### config.mk
export PLATFORM = sky130hd
export DESIGN_NAME = pitch_candidate_refine_core
export DESIGN_NICKNAME = d
export VERILOG_FILES = /design/src/pcr_pkg.sv /design/src/pcr_median.sv /design/src/pitch_candidate_refine_core.sv
export VERILOG_INCLUDE_DIRS = /design/src /design/src/src
export SDC_FILE = /design/constraint.sdc
export NUM_CORES = 2
export LEC_CHECK = 0
export ABC_AREA = 0
export BUFFER_PORTS_ARGS = -buffer_cell sky130_fd_sc_hd__buf_2
export CAP_MARGIN = 25
export CORE_MARGIN = 4
export CORE_UTILIZATION = 50
export CTS_CLUSTER_SIZE = 40
export DETAILED_ROUTE_END_ITERATION = 7
export GPL_TIMING_DRIVEN = 1
export PLACE_DENSITY_LB_ADDON = 0.15
export SETUP_SLACK_MARGIN = 0.02
export SYNTH_ARGS = -nofsm -noshare
export SYNTH_HDL_FRONTEND = slang
export SYNTH_SLANG_ARGS = --single-unit
### constraint.sdc
create_clock -name clk_i -period 33.5 [get_ports clk_i]
set_input_delay 6.7 -clock clk_i [delete_from_list [all_inputs] [get_ports clk_i]]
set_output_delay 6.7 -clock clk_i [all_outputs]
set_load 0.05 [all_outputs]
### src/assert_macros.svh
// Assertion helper macros.
`ifndef ASSERT_MACROS_SVH
`define ASSERT_MACROS_SVH
`ifndef NO_ASSERTIONS
`define ASSERT_IMPL(lbl, prop, msg) \
  lbl: assert property (@(posedge clk_i) disable iff (!rst_ni) prop) else $error(msg);
`define ASSERT_NEVER(lbl, expr, msg) \
  lbl: assert property (@(posedge clk_i) disable iff (!rst_ni) !(expr)) else $error(msg);
`else
`define ASSERT_IMPL(lbl, prop, msg)
`define ASSERT_NEVER(lbl, expr, msg)
`endif
`endif

### src/pcr_pkg.sv
package pcr_pkg;
  localparam int unsigned PW = 16;
  localparam int unsigned ONE_Q15 = 32768;
  localparam logic [3:0] REG_THR = 4'd0;
  localparam logic [3:0] REG_UVM = 4'd1;

  typedef enum logic [4:0] {
    ST_IDLE = 5'b00001,
    ST_SORT = 5'b00010,
    ST_MED  = 5'b00100,
    ST_EMIT = 5'b01000,
    ST_WAIT = 5'b10000
  } state_e;

  function automatic logic [15:0] one_minus(input logic [15:0] m);
    logic [16:0] d;
    d = 17'(ONE_Q15) - {1'b0, m};
    return (m >= 16'(ONE_Q15)) ? 16'd0 : d[15:0];
  endfunction
endpackage

### src/pcr_median.sv
// Median over the window by rank counting, one element per cycle.
module pcr_median #(
  parameter int unsigned LEN = 5
) (
  input  logic clk_i,
  input  logic rst_ni,
  input  logic start_i,
  input  logic [LEN*16-1:0] win_i,
  output logic done_o,
  output logic [15:0] med_o
);
  import pcr_pkg::*;
  localparam int unsigned IW = (LEN > 1) ? $clog2(LEN) : 1;
  localparam int unsigned LO = (LEN - 1) / 2;
  localparam int unsigned HI = LEN / 2;
  logic busy_q, busy_d;
  logic [IW-1:0] idx_q, idx_d;
  logic [15:0] lo_q, lo_d, hi_q, hi_d;
  logic [15:0] x;
  logic [4:0] lt, le;
  logic [16:0] sum;

  always_comb begin
    x  = win_i[idx_q*16 +: 16];
    lt = '0;
    le = '0;
    for (int k = 0; k < LEN; k++) begin
      if (win_i[k*16 +: 16] < x) lt = lt + 5'd1;
      if (win_i[k*16 +: 16] <= x) le = le + 5'd1;
    end
  end

  always_comb begin
    busy_d = busy_q;
    idx_d = idx_q;
    lo_d = lo_q;
    hi_d = hi_q;
    if (start_i) begin
      busy_d = 1'b1;
      idx_d = '0;
    end else if (busy_q) begin
      // x sits at sorted ranks lt..le-1
      if (lt <= 5'(LO) && le > 5'(LO)) lo_d = x;
      if (lt <= 5'(HI) && le > 5'(HI)) hi_d = x;
      if (idx_q == IW'(LEN - 1)) busy_d = 1'b0;
      else idx_d = idx_q + IW'(1);
    end
  end

  always_ff @(posedge clk_i or negedge rst_ni) begin
    if (!rst_ni) begin
      busy_q <= 1'b0;
      idx_q <= '0;
    end else begin
      busy_q <= busy_d;
      idx_q <= idx_d;
    end
  end

  always_ff @(posedge clk_i) begin
    lo_q <= lo_d;
    hi_q <= hi_d;
  end

  logic busy_p_q;
  always_ff @(posedge clk_i or negedge rst_ni) begin
    if (!rst_ni) busy_p_q <= 1'b0;
    else busy_p_q <= busy_q;
  end
  assign done_o = busy_p_q && !busy_q;
  assign sum = {1'b0, lo_q} + {1'b0, hi_q};
  assign med_o = sum[16:1];
endmodule

### src/pitch_candidate_refine_core.sv
// Sequence: each candidate beat is stored; a last or flush beat then takes up to
// MAX_CANDS sort steps, MEDIAN_LEN median steps, then MAX_CANDS result beats if the delayed slot holds a frame.
// Input is stalled from a last or flush beat until the frame's results are emitted;
// the insertion sort and the one-element-per-cycle median ranker run in turn.
// Reset: asynchronous active low; clears counts, window, delay-valid mask and
// state, and sets the config registers to their reset values; frame and delay-line data are not reset.
`include "assert_macros.svh"
module pitch_candidate_refine_core #(
  parameter int unsigned MAX_CANDS = 8,
  parameter int unsigned MEDIAN_LEN = 5
) (
  input  logic clk_i,
  input  logic rst_ni,
  input  logic cfg_we_i,
  input  logic [3:0] cfg_idx_i,
  input  logic [15:0] cfg_data_i,
  input  logic in_valid_i,
  output logic in_stall_o,
  input  logic cmd_i,
  input  logic [15:0] cand_pitch_i,
  input  logic [15:0] cand_merit_i,
  input  logic last_cand_i,
  input  logic [15:0] frame_energy_i,
  input  logic [15:0] spec_pitch_i,
  input  logic voiced_by_energy_i,
  output logic out_valid_o,
  input  logic out_stall_i,
  output logic [2:0] out_slot_o,
  output logic [15:0] out_pitch_o,
  output logic [15:0] out_merit_o,
  output logic frame_done_o
);
  import pcr_pkg::*;
  localparam int unsigned CW = $clog2(MAX_CANDS + 1);
  localparam int unsigned SW = $clog2(MAX_CANDS);
  localparam int unsigned DELAY = (MEDIAN_LEN - 1) / 2;
  localparam int unsigned SLOTS = DELAY + 1;
  localparam logic [18:0] RECIP5 = 19'd419431;

  state_e st_q, st_d;
  logic [15:0] thr_q, uvm_q;
  logic [15:0] lp_q [MAX_CANDS];
  logic [15:0] lm_q [MAX_CANDS];
  logic [CW-1:0] lcnt_q;
  // sorted frame under construction
  logic [15:0] fp_q [MAX_CANDS];
  logic [15:0] fm_q [MAX_CANDS];
  logic [CW-1:0] si_q;
  logic [15:0] dp_q [SLOTS][MAX_CANDS];
  logic [15:0] dm_q [SLOTS][MAX_CANDS];
  logic [15:0] de_q [SLOTS];
  logic [15:0] ds_q [SLOTS];
  logic        dv_q [SLOTS];
  logic [SLOTS-1:0] seen_q;
  logic [MEDIAN_LEN*16-1:0] win_q;
  logic is_flush_q;
  logic [15:0] e_q, sp_q;
  logic v_q;
  logic [SW-1:0] oi_q;
  logic [15:0] best_q;
  logic med_start, med_done;
  logic [15:0] med;
  logic acc_in, acc_out;

  assign acc_in = in_valid_i && !in_stall_o;
  assign acc_out = out_valid_o && !out_stall_i;
  assign in_stall_o = (st_q != ST_IDLE);

  pcr_median #(.LEN(MEDIAN_LEN)) u_med (
    .clk_i, .rst_ni, .start_i(med_start), .win_i(win_q),
    .done_o(med_done), .med_o(med)
  );

  always_ff @(posedge clk_i or negedge rst_ni) begin
    if (!rst_ni) begin
      thr_q <= 16'd26;
      uvm_q <= 16'd32440;
    end else if (cfg_we_i) begin
      if (cfg_idx_i == REG_THR) thr_q <= cfg_data_i;
      else if (cfg_idx_i == REG_UVM) uvm_q <= cfg_data_i;
    end
  end

  // one insertion step per cycle: candidate si enters at its place
  logic [15:0] cp, cm;
  logic [MAX_CANDS-1:0] shift;
  always_comb begin
    cp = lp_q[si_q[SW-1:0]];
    cm = lm_q[si_q[SW-1:0]];
    for (int j = 0; j < MAX_CANDS; j++)
      shift[j] = (CW'(j) <= si_q) && (j > 0) && (fm_q[(j > 0) ? j - 1 : 0] < cm);
  end

  always_comb begin
    st_d = st_q;
    med_start = 1'b0;
    unique case (st_q)
      ST_IDLE: if (acc_in && (cmd_i || last_cand_i)) st_d = ST_SORT;
      ST_SORT: if (is_flush_q || si_q == lcnt_q) begin
        st_d = ST_MED;
        med_start = 1'b1;
      end
      ST_MED: if (med_done) st_d = seen_q[DELAY] ? ST_EMIT : ST_IDLE;
      ST_EMIT: if (acc_out && oi_q == SW'(MAX_CANDS - 1)) st_d = ST_IDLE;
      ST_WAIT: st_d = ST_IDLE;
      default: st_d = ST_IDLE;
    endcase
  end

  always_ff @(posedge clk_i or negedge rst_ni) begin
    if (!rst_ni) begin
      st_q <= ST_IDLE;
      lcnt_q <= '0;
      si_q <= '0;
      seen_q <= '0;
      win_q <= '0;
      oi_q <= '0;
    end else begin
      st_q <= st_d;
      if (st_q == ST_IDLE && acc_in && !cmd_i) begin
        if (lcnt_q < CW'(MAX_CANDS)) lcnt_q <= lcnt_q + CW'(1);
        si_q <= '0;
      end
      if (st_q == ST_IDLE && acc_in && cmd_i) si_q <= '0;
      if (st_q == ST_SORT && !(is_flush_q || si_q == lcnt_q)) si_q <= si_q + CW'(1);
      if (med_start) begin
        // enter frame into window and delay line
        win_q <= (MEDIAN_LEN*16)'({win_q, (is_flush_q ? 16'd0 : fp_q[0])});
        seen_q <= SLOTS'({seen_q, !is_flush_q});
        if (!is_flush_q) lcnt_q <= '0;
      end
      if (st_q == ST_MED) oi_q <= '0;
      if (acc_out) oi_q <= oi_q + SW'(1);
    end
  end

  always_ff @(posedge clk_i) begin
    if (st_q == ST_IDLE && acc_in) begin
      is_flush_q <= cmd_i;
      e_q <= frame_energy_i;
      sp_q <= spec_pitch_i;
      v_q <= voiced_by_energy_i;
      for (int j = 0; j < MAX_CANDS; j++) begin
        fp_q[j] <= '0;
        fm_q[j] <= '0;
      end
      if (!cmd_i && lcnt_q < CW'(MAX_CANDS)) begin
        lp_q[lcnt_q[SW-1:0]] <= cand_pitch_i;
        lm_q[lcnt_q[SW-1:0]] <= cand_merit_i;
      end
    end
    if (st_q == ST_SORT && !(is_flush_q || si_q == lcnt_q)) begin
      for (int j = 0; j < MAX_CANDS; j++) begin
        if (shift[j]) begin
          fp_q[j] <= fp_q[(j > 0) ? j - 1 : 0];
          fm_q[j] <= fm_q[(j > 0) ? j - 1 : 0];
        end else if (CW'(j) <= si_q && (j == 0 || !shift[(j > 0) ? j - 1 : 0])
                     && (CW'(j) == si_q || shift[(j < MAX_CANDS - 1) ? j + 1 : j])) begin
          fp_q[j] <= cp;
          fm_q[j] <= cm;
        end
      end
    end
    if (med_start) begin
      for (int s = SLOTS - 1; s > 0; s--) begin
        dp_q[s] <= dp_q[s-1];
        dm_q[s] <= dm_q[s-1];
        de_q[s] <= de_q[s-1];
        ds_q[s] <= ds_q[s-1];
        dv_q[s] <= dv_q[s-1];
      end
      for (int j = 0; j < MAX_CANDS; j++) begin
        dp_q[0][j] <= is_flush_q ? 16'd0 : fp_q[j];
        dm_q[0][j] <= is_flush_q ? 16'd0 : fm_q[j];
      end
      de_q[0] <= is_flush_q ? 16'd0 : e_q;
      ds_q[0] <= is_flush_q ? 16'd0 : sp_q;
      dv_q[0] <= is_flush_q ? 1'b0 : v_q;
    end
    if (med_done) best_q <= dv_q[DELAY] ? med : 16'd0;
  end

  // refinement for result oi_q
  logic [15:0] e, half, omh, p, m, q;
  logic [18:0] e128;
  logic [37:0] prod;
  always_comb begin
    e = de_q[DELAY];
    half = (e > 16'd512) ? 16'(ONE_Q15) : 16'({e, 6'd0});
    omh = one_minus(half);
    // e*128/5 by reciprocal; exact below the saturation point e = 2560
    e128 = {e[11:0], 7'd0};
    prod = {19'd0, e128} * {19'd0, RECIP5};
    q = prod[36:21];
    p = dp_q[DELAY][oi_q];
    m = dm_q[DELAY][oi_q];
    if (e <= thr_q) begin
      p = '0;
      m = uvm_q;
    end else if (dp_q[DELAY][0] != 16'd0) begin
      if (oi_q == SW'(MAX_CANDS - 1)) begin
        p = '0;
        m = one_minus(dm_q[DELAY][0]);
      end else if (oi_q != '0 && p == 16'd0) m = '0;
    end else if (oi_q == '0) begin
      p = ds_q[DELAY];
      m = half;
    end else begin
      p = '0;
      m = omh;
    end
    if (oi_q == SW'(MAX_CANDS - 2)) begin
      p = best_q;
      m = (best_q != 16'd0) ? ((e <= thr_q) ? uvm_q :
          (dp_q[DELAY][0] != 16'd0) ? dm_q[DELAY][0] : half) : omh;
    end
    if (oi_q == SW'(MAX_CANDS - 3)) begin
      p = ds_q[DELAY];
      m = (e >= 16'd2560) ? 16'hFFFF : q;
    end
  end

  assign out_valid_o = (st_q == ST_EMIT);
  assign out_slot_o = 3'(oi_q);
  assign out_pitch_o = p;
  assign out_merit_o = m;
  assign frame_done_o = (oi_q == SW'(MAX_CANDS - 1));

  `ASSERT_NEVER(a_no_in_busy, acc_in && st_q != ST_IDLE, "beat accepted while busy")
  `ASSERT_IMPL(a_emit_seen, (st_q == ST_EMIT) |-> seen_q[DELAY], "emit of empty slot")
  `ASSERT_IMPL(a_cnt_bound, 1'b1 |-> (lcnt_q <= CW'(MAX_CANDS)), "load count overflow")
endmodule
* Word-level counts from Yosys, hierarchy flattened
Memory sizes are Yosys's and may differ from the RTL's. Index checks and enable logic that the tools add are counted.
Word-level totals: register bits 202, latch bits 0, bits in writable memories 1379, memory bits (read-only) 0, input bits 92, output and inout port bits 38, word-level logic and storage cells 370, memories 9
Operators by class: $add $sub $neg 15, $mul 1, div/mod/pow operators 0, $lt $le $gt $ge 34, eq/ne operators 23, shift operators 1, multiplexer cells 167, bitwise gates (word level) 33, reduce and logical (&&, ||, !) cells 70
Memories:
- dm_q | words 3, bits a word 128, read ports 3, clocked after Yosys merged registers in 0, wr ports 3, line pitch_candidate_refine_core.sv:50 | logic [15:0] dm_q [SLOTS][MAX_CANDS];
- dp_q | words 3, bits a word 128, read ports 3, clocked after Yosys merged registers in 0, wr ports 3, line pitch_candidate_refine_core.sv:49 | logic [15:0] dp_q [SLOTS][MAX_CANDS];
- fm_q | words 8, bits a word 16, read ports 8, clocked after Yosys merged registers in 0, wr ports 8, line pitch_candidate_refine_core.sv:47 | logic [15:0] fm_q [MAX_CANDS];
- fp_q | words 8, bits a word 16, read ports 8, clocked after Yosys merged registers in 0, wr ports 8, line pitch_candidate_refine_core.sv:46 | logic [15:0] fp_q [MAX_CANDS];
- lm_q | words 8, bits a word 16, read ports 1, clocked after Yosys merged registers in 0, wr ports 1, line pitch_candidate_refine_core.sv:43 | logic [15:0] lm_q [MAX_CANDS];
- lp_q | words 8, bits a word 16, read ports 1, clocked after Yosys merged registers in 0, wr ports 1, line pitch_candidate_refine_core.sv:42 | logic [15:0] lp_q [MAX_CANDS];
- 3 more memories
Operators with widths (number):
- $mux 16 | 72
- $lt 16x16->1 | 12
- $bmux 16 s3 | 2
- $le 16x16->1 | 6
- $shiftx 80x8->16 | 1
- $mux 1 | 67
- $mux 5 | 12
- $logic_and 1x1->1 | 33
- $ge 16x16->1 const B | 2
- $mux 4 | 8
- $reduce_bool 16->1 | 2
- $sub 16x16->16 const A | 2
- $add 5x1->5 const B | 6
- $mul 12x19->30 const B | 1
- $or 1x1->1 | 30
- $pmux 5 s4 | 1
- $add 16x16->17 | 1
- $eq 3x4->1 const A | 4
- $ge 16x12->1 const B | 1
- $gt 16x10->1 const B | 1
- $le 3x4->1 const A | 4
- $logic_not 16->1 | 1
- $mux 3 | 5
- $eq 3x3->1 const B | 4
- 31 further kinds | 66

* Logic depth before layout (Yosys ltp)
depth in word-level cells 14, depth in mapped cells 22, mapped depth without buffers 20

* Hierarchy
From an unflattened synthesis, not the netlist that was laid out.
Unflattened totals: cell total of the unflattened synthesis 4574, area, all modules 68564.5 um^2
Modules (own cells, without submodules):
- pitch_candidate_refine_core | instances 1, cells each 4168, area an instance 64966.1 um^2
- pcr_median | instances 1, cells each 406, area an instance 3598.5 um^2

* Least setup slack after synthesis
Ideal clock, no wire load.
path type register -> register, from reg lcnt_q[1], to mem de_q[0][0], enable pin, setup time 1.572 ns, data arrival time 25.246 ns, required time 31.928 ns, slack 6.682 ns, cell stages (with the launch flop) 9, path buffers 4, clock period less this slack 26.818 ns, cells stage by stage dfrtp_1 > clkbuf_1 > xnor2_1 > a41o_1 > nand2_1 > inv_1 > clkbuf_1 > clkbuf_1 > clkbuf_1
RTL lines:
- start, declared | line pitch_candidate_refine_core.sv:44 | logic [CW-1:0] lcnt_q;
- start signal, assigned | line pitch_candidate_refine_core.sv:121 | if (lcnt_q < CW'(MAX_CANDS)) lcnt_q <= lcnt_q + CW'(1);
- end, declared | line pitch_candidate_refine_core.sv:51 | logic [15:0] de_q [SLOTS];

==> flow_metrics.py <==
metrics = {
    "pwr": {
        "power_frac_seq": 0.376,
        "power_mw": 7.49,
        "p_leak_nw": 27.8,
        "power_density_nw_per_um2": 97.5,
        "internal-power_mw": 4.71,
        "clkPwrFrac": 0.241,
        "p_sw_frac": 0.371,
        "power_switching_mw": 2.78,
        "peakVddDrop_mv": 0.105,
        "p_comb_frac": 0.383,
    },
    "setup_path": {
        "cp.buffers_inverters": 4,
        "cpPeakStageDelay_ps": 760,
        "critPathCaptureType": "primary output",
        "critPathKind": "reg -> out",
        "path_delay_family": "adder cells",
        "crit_required_ps": 26800,
        "cpMaxStageDelayCell": "edfxtp_1",
        "crit_path_start_kind": "flop",
        "worstPathArrival_ps": 7070,
        "path_max_fanout": 11,
        "path_cells": "inv_1 -> ha_1 -> ha_1 -> fa_1 -> fa_1 -> inv_1 -> fa_1 -> inv_1 -> ha_1 -> a21o_1 -> a2111oi_0 -> o31a_1 -> o21ai_0 -> and2_1 -> a221oi_1 -> xor2_1 -> a32oi_1 -> buf_2",
    },
    "global_routing": {
        "grt_pass1_vias": 38800,
        "grt_use_total": 0.240,
        "grt_overflow": 0,
        "grt_max_degree": 166,
        "grt_pass1_wl_um": 253000,
        "antenna_found_initial": 10,
    },
    "die": {
        "row_count": 135,
        "die_y_um": 378,
        "dieArea_um2": 143000,
        "pin_count": 130,
        "die_w_um": 378,
        "coreArea_um2": 136000,
        "start_util": 0.504,
    },
    "sta": {
        "rsz0062_at_grt": "false",
        "finalClockSkew_ps": 43.9,
        "post-route-period-util": 0.411,
        "period_minus_slack_ps": 13770,
        "finalHoldViolations": 0,
        "slew_headroom": 0.256,
        "tns_ps": 0,
        "finalSetupViolCount": 0,
        "setup_ws_ps": 19730,
        "fmax_mhz": 72.6,
        "worstMarginPinSlew_ps": 1080,
        "slew_viol_final": 0,
    },
    "cts": {
        "htreeDepth": 4,
        "numCtsBuffers": 163,
        "insertion_delay_ps": 800,
        "cts-root-buf": "clkbuf_16",
        "clk_pin_slew_ps": 60,
        "tritoncts": "yes",
        "cts_setup_buffers": 0,
        "hold_buffers": 0,
        "cts_buffer_depth": 3,
        "clkSinkCount": 1580,
        "post_cts_resized": 0,
    },
    "routing": {
        "wl_per_cell_um": 25.4,
        "drt-total-wl_um": 170000,
        "vias": 38700,
        "antenna_violating_nets_post_route": 0,
        "vias_per_cell": 5.79,
        "route.detailed.drc": 0,
        "drt_iter0_drc": 3473,
        "drtPass1Iterations": 6,
    },
    "synthesis": {
        "syn-num-nets": 5024,
        "avgSynthCellArea_um2": 15.0,
        "synth-edff-count": 1445,
        "synthTopCellsByArea": "edfxtp_1, ha_1, dfrtp_1",
        "synth_top_area_cell": "edfxtp_1",
        "synthArstFlopShare": 0.0854,
        "ys_seq_elements": 1580,
        "synth_top_area_share": 0.633,
        "ys.flop_type": "edfxtp_1",
        "synth_seq_area_share": 0.683,
        "synth_warnings": 0,
        "yosysUniqueCellTypes": 86,
        "syn_area_um2": 68500,
        "postSynthCellCount": 4573,
    },
    "cells_and_area": {
        "area_growth_pct": 12.2,
        "nNetsFinal": 5211,
        "instances_no_fill": 6683,
        "drive_above_1_share": 0.149,
        "nFillCells": 10800,
        "register_area_um2": 46800,
        "multiInputGateArea_um2": 20300,
    },
    "hold_path": {
        "hold_path.class": "reg -> reg",
    },
    "placement": {
        "port_buffers": 129,
        "dpl.hpwl_um": 109000,
        "dp_cells": 6371,
        "gp_congestion": 0.886,
        "dp_worst_setup_slack_ps": 20470,
    },
    "outcome": {
        "status": "finished, final reports clean",
    },
    "run": {
        "maxCapViolCount": 0,
    },
}
[stage by stage]
stage               area, um^2  hold slack [ps]   util
detailed placement       71400              405  0.526
CTS                      76800              403  0.565
floorplan                68500              400      -
global placement         71400              400  0.526
finish                   76900              396  0.566
global route             76900              412  0.566
[power by group through the flow]
stage | clock [mW] | combinational, mW | sequential [mW]
after global placement | 0 | 2.82 | 2.85
after detailed placement | 0 | 2.86 | 2.86
after global routing | 1.92 | 3.18 | 2.85
final | 1.80 | 2.87 | 2.82
after floorplan | 0 | 2.00 | 2.97
after CTS | 1.84 | 2.88 | 2.82
[layout by cell type, fill, tap and decap left out, types with 12 or more instances in the layout]
cell type  Yosys  routed
clkbuf_16      0     166
a22oi_1       22      22
clkinv_2       0      28
xnor2_1       32      32
o22a_1        15      15
bufinv_16      0      13
nor4_1        19      18
mux2i_1       75      66
inv_1        200     198
mux2_2        43      43
a21o_1        49      48
ha_1         307     307
nor2_1       177     168
a21oi_1      118     118
a22o_1        32      32
dfstp_2       14      14
nand2_1      477     475
buf_4          8      89
edfxtp_1    1445    1445
fa_1          52      52
clkinv_1       1      28
mux4_2       130     130
o21ai_1       85      84
and2_1        26      25
nor3_1        54      52
nand2b_1      17      17
dfrtp_1      121     115
clkbuf_1     132      39
o21ai_0      171     170
nor2b_1      310     310
o211ai_1      17      17
nand4_1       38      38
o31ai_1       12      12
xor2_1        12      12
nand3_1       55      55
buf_2         31     128
o31ai_2       22      22
a211oi_1      48      47
[cells in the mapped netlist, drive strengths merged (10+ instances only)]
| library cell | n |
|---|---|
| edfxtp | 1445 |
| nand2 | 477 |
| nor2b | 310 |
| ha | 307 |
| o21ai | 256 |
| inv | 201 |
| nor2 | 177 |
| clkbuf | 132 |
| mux4 | 130 |
| dfrtp | 121 |
| a21oi | 118 |
| mux2i | 76 |
| buf | 69 |
| nand3 | 55 |
| nor3 | 54 |
| fa | 52 |
| a21o | 50 |
| a211oi | 48 |
| mux2 | 43 |
| nand4 | 38 |
| o31ai | 34 |
| a22o | 32 |
| xnor2 | 32 |
| and2 | 26 |
| a22oi | 22 |
| nor4 | 20 |
| o211ai | 18 |
| nand2b | 17 |
| o22a | 15 |
| dfstp | 14 |
| or2 | 13 |
| and3 | 12 |
| xor2 | 12 |
| o21a | 11 |
| a221oi | 10 |
| a31oi | 10 |
[cells by family (layout without fill, tap and decap cells)]
| group | Yosys count | count (layout) | synth area share |
|---|---|---|---|
| buffers and inverters | 403 | 727 | 0.0235 |
| multiplexers | 249 | 249 | 0.0611 |
| AND/OR/NAND/NOR | 1235 | 1235 | 0.0879 |
| adder cells (fa/ha/maj) | 359 | 359 | 0.0713 |
| XOR/XNOR | 44 | 44 | 0.00563 |
| other | 0 | 5 | 0 |
| flip-flops | 1580 | 1580 | 0.683 |
| AO/OA/AOI/OAI | 703 | 703 | 0.0676 |
[final timing paths]
path	start	endpoint	slack [ps]	depth (start not counted)
max in group asynchronous	rst_ni	win_q[76]$_DFFE_PN0P_	26120	2
hold reg to reg	dp_q[0][44]$_SDFFCE_PP0P_	dp_q[0][172]$_DFFE_PP_	400	0
setup reg to reg	si_q[2]$_DFFE_PN0P_	dm_q[0][138]$_DFFE_PP_	25200	15
setup / recovery	de_q[0][35]$_DFFE_PP_	out_merit_o[9]	19730	18
hold / removal	dp_q[0][44]$_SDFFCE_PP0P_	dp_q[0][172]$_DFFE_PP_	400	0
min in group asynchronous	rst_ni	thr_q[10]$_DFFE_PN0P_	5980	1
[sequential cells by signal, summed over array words and instances, names as in the netlist, 3 cells and up]
| register | cells |
|---|---|
| best_q | 16 |
| e_q | 16 |
| de_q | 48 |
| sp_q | 16 |
| thr_q | 16 |
| u_med.lo_q | 16 |
| fp_q | 128 |
| ds_q | 48 |
| dv_q | 3 |
| si_q | 4 |
| win_q | 80 |
| lcnt_q | 4 |
| fm_q | 128 |
| lp_q | 128 |
| dp_q | 384 |
| seen_q | 3 |
| uvm_q | 16 |
| u_med.idx_q | 3 |
| lm_q | 128 |
| st_q | 4 |
| out_slot_o | 3 |
| dm_q | 384 |
[area by class of cell]
type | count | share of cell area
tap | 1781 | 0.0290
clock buffer | 215 | 0.0577
sequential | 1580 | 0.609
timing repair buffer | 223 | 0.0186
multi-input combinational | 2590 | 0.264
antenna | 5 | 0.000163
inverter | 202 | 0.00999
clock inverter | 87 | 0.0118
[per-layer routing]
metal,global-route usage,part of all wire,vias up
li1,-,-,17600
met4,0.0767,0.030,6
met2,0.382,0.47,1201
met3,0.0367,0.057,308
met1,0.343,0.45,19600
met5,0,0.00024,-
[worst register-to-register path: cells and delay by family, from the launching register on]
family,cells,cell delay [ps]
xor+xnor,1,230
compound gates,1,230
flops,1,340
buf+inv,12,7030
simple gates,1,70
(Power assumes the default switching activity.)
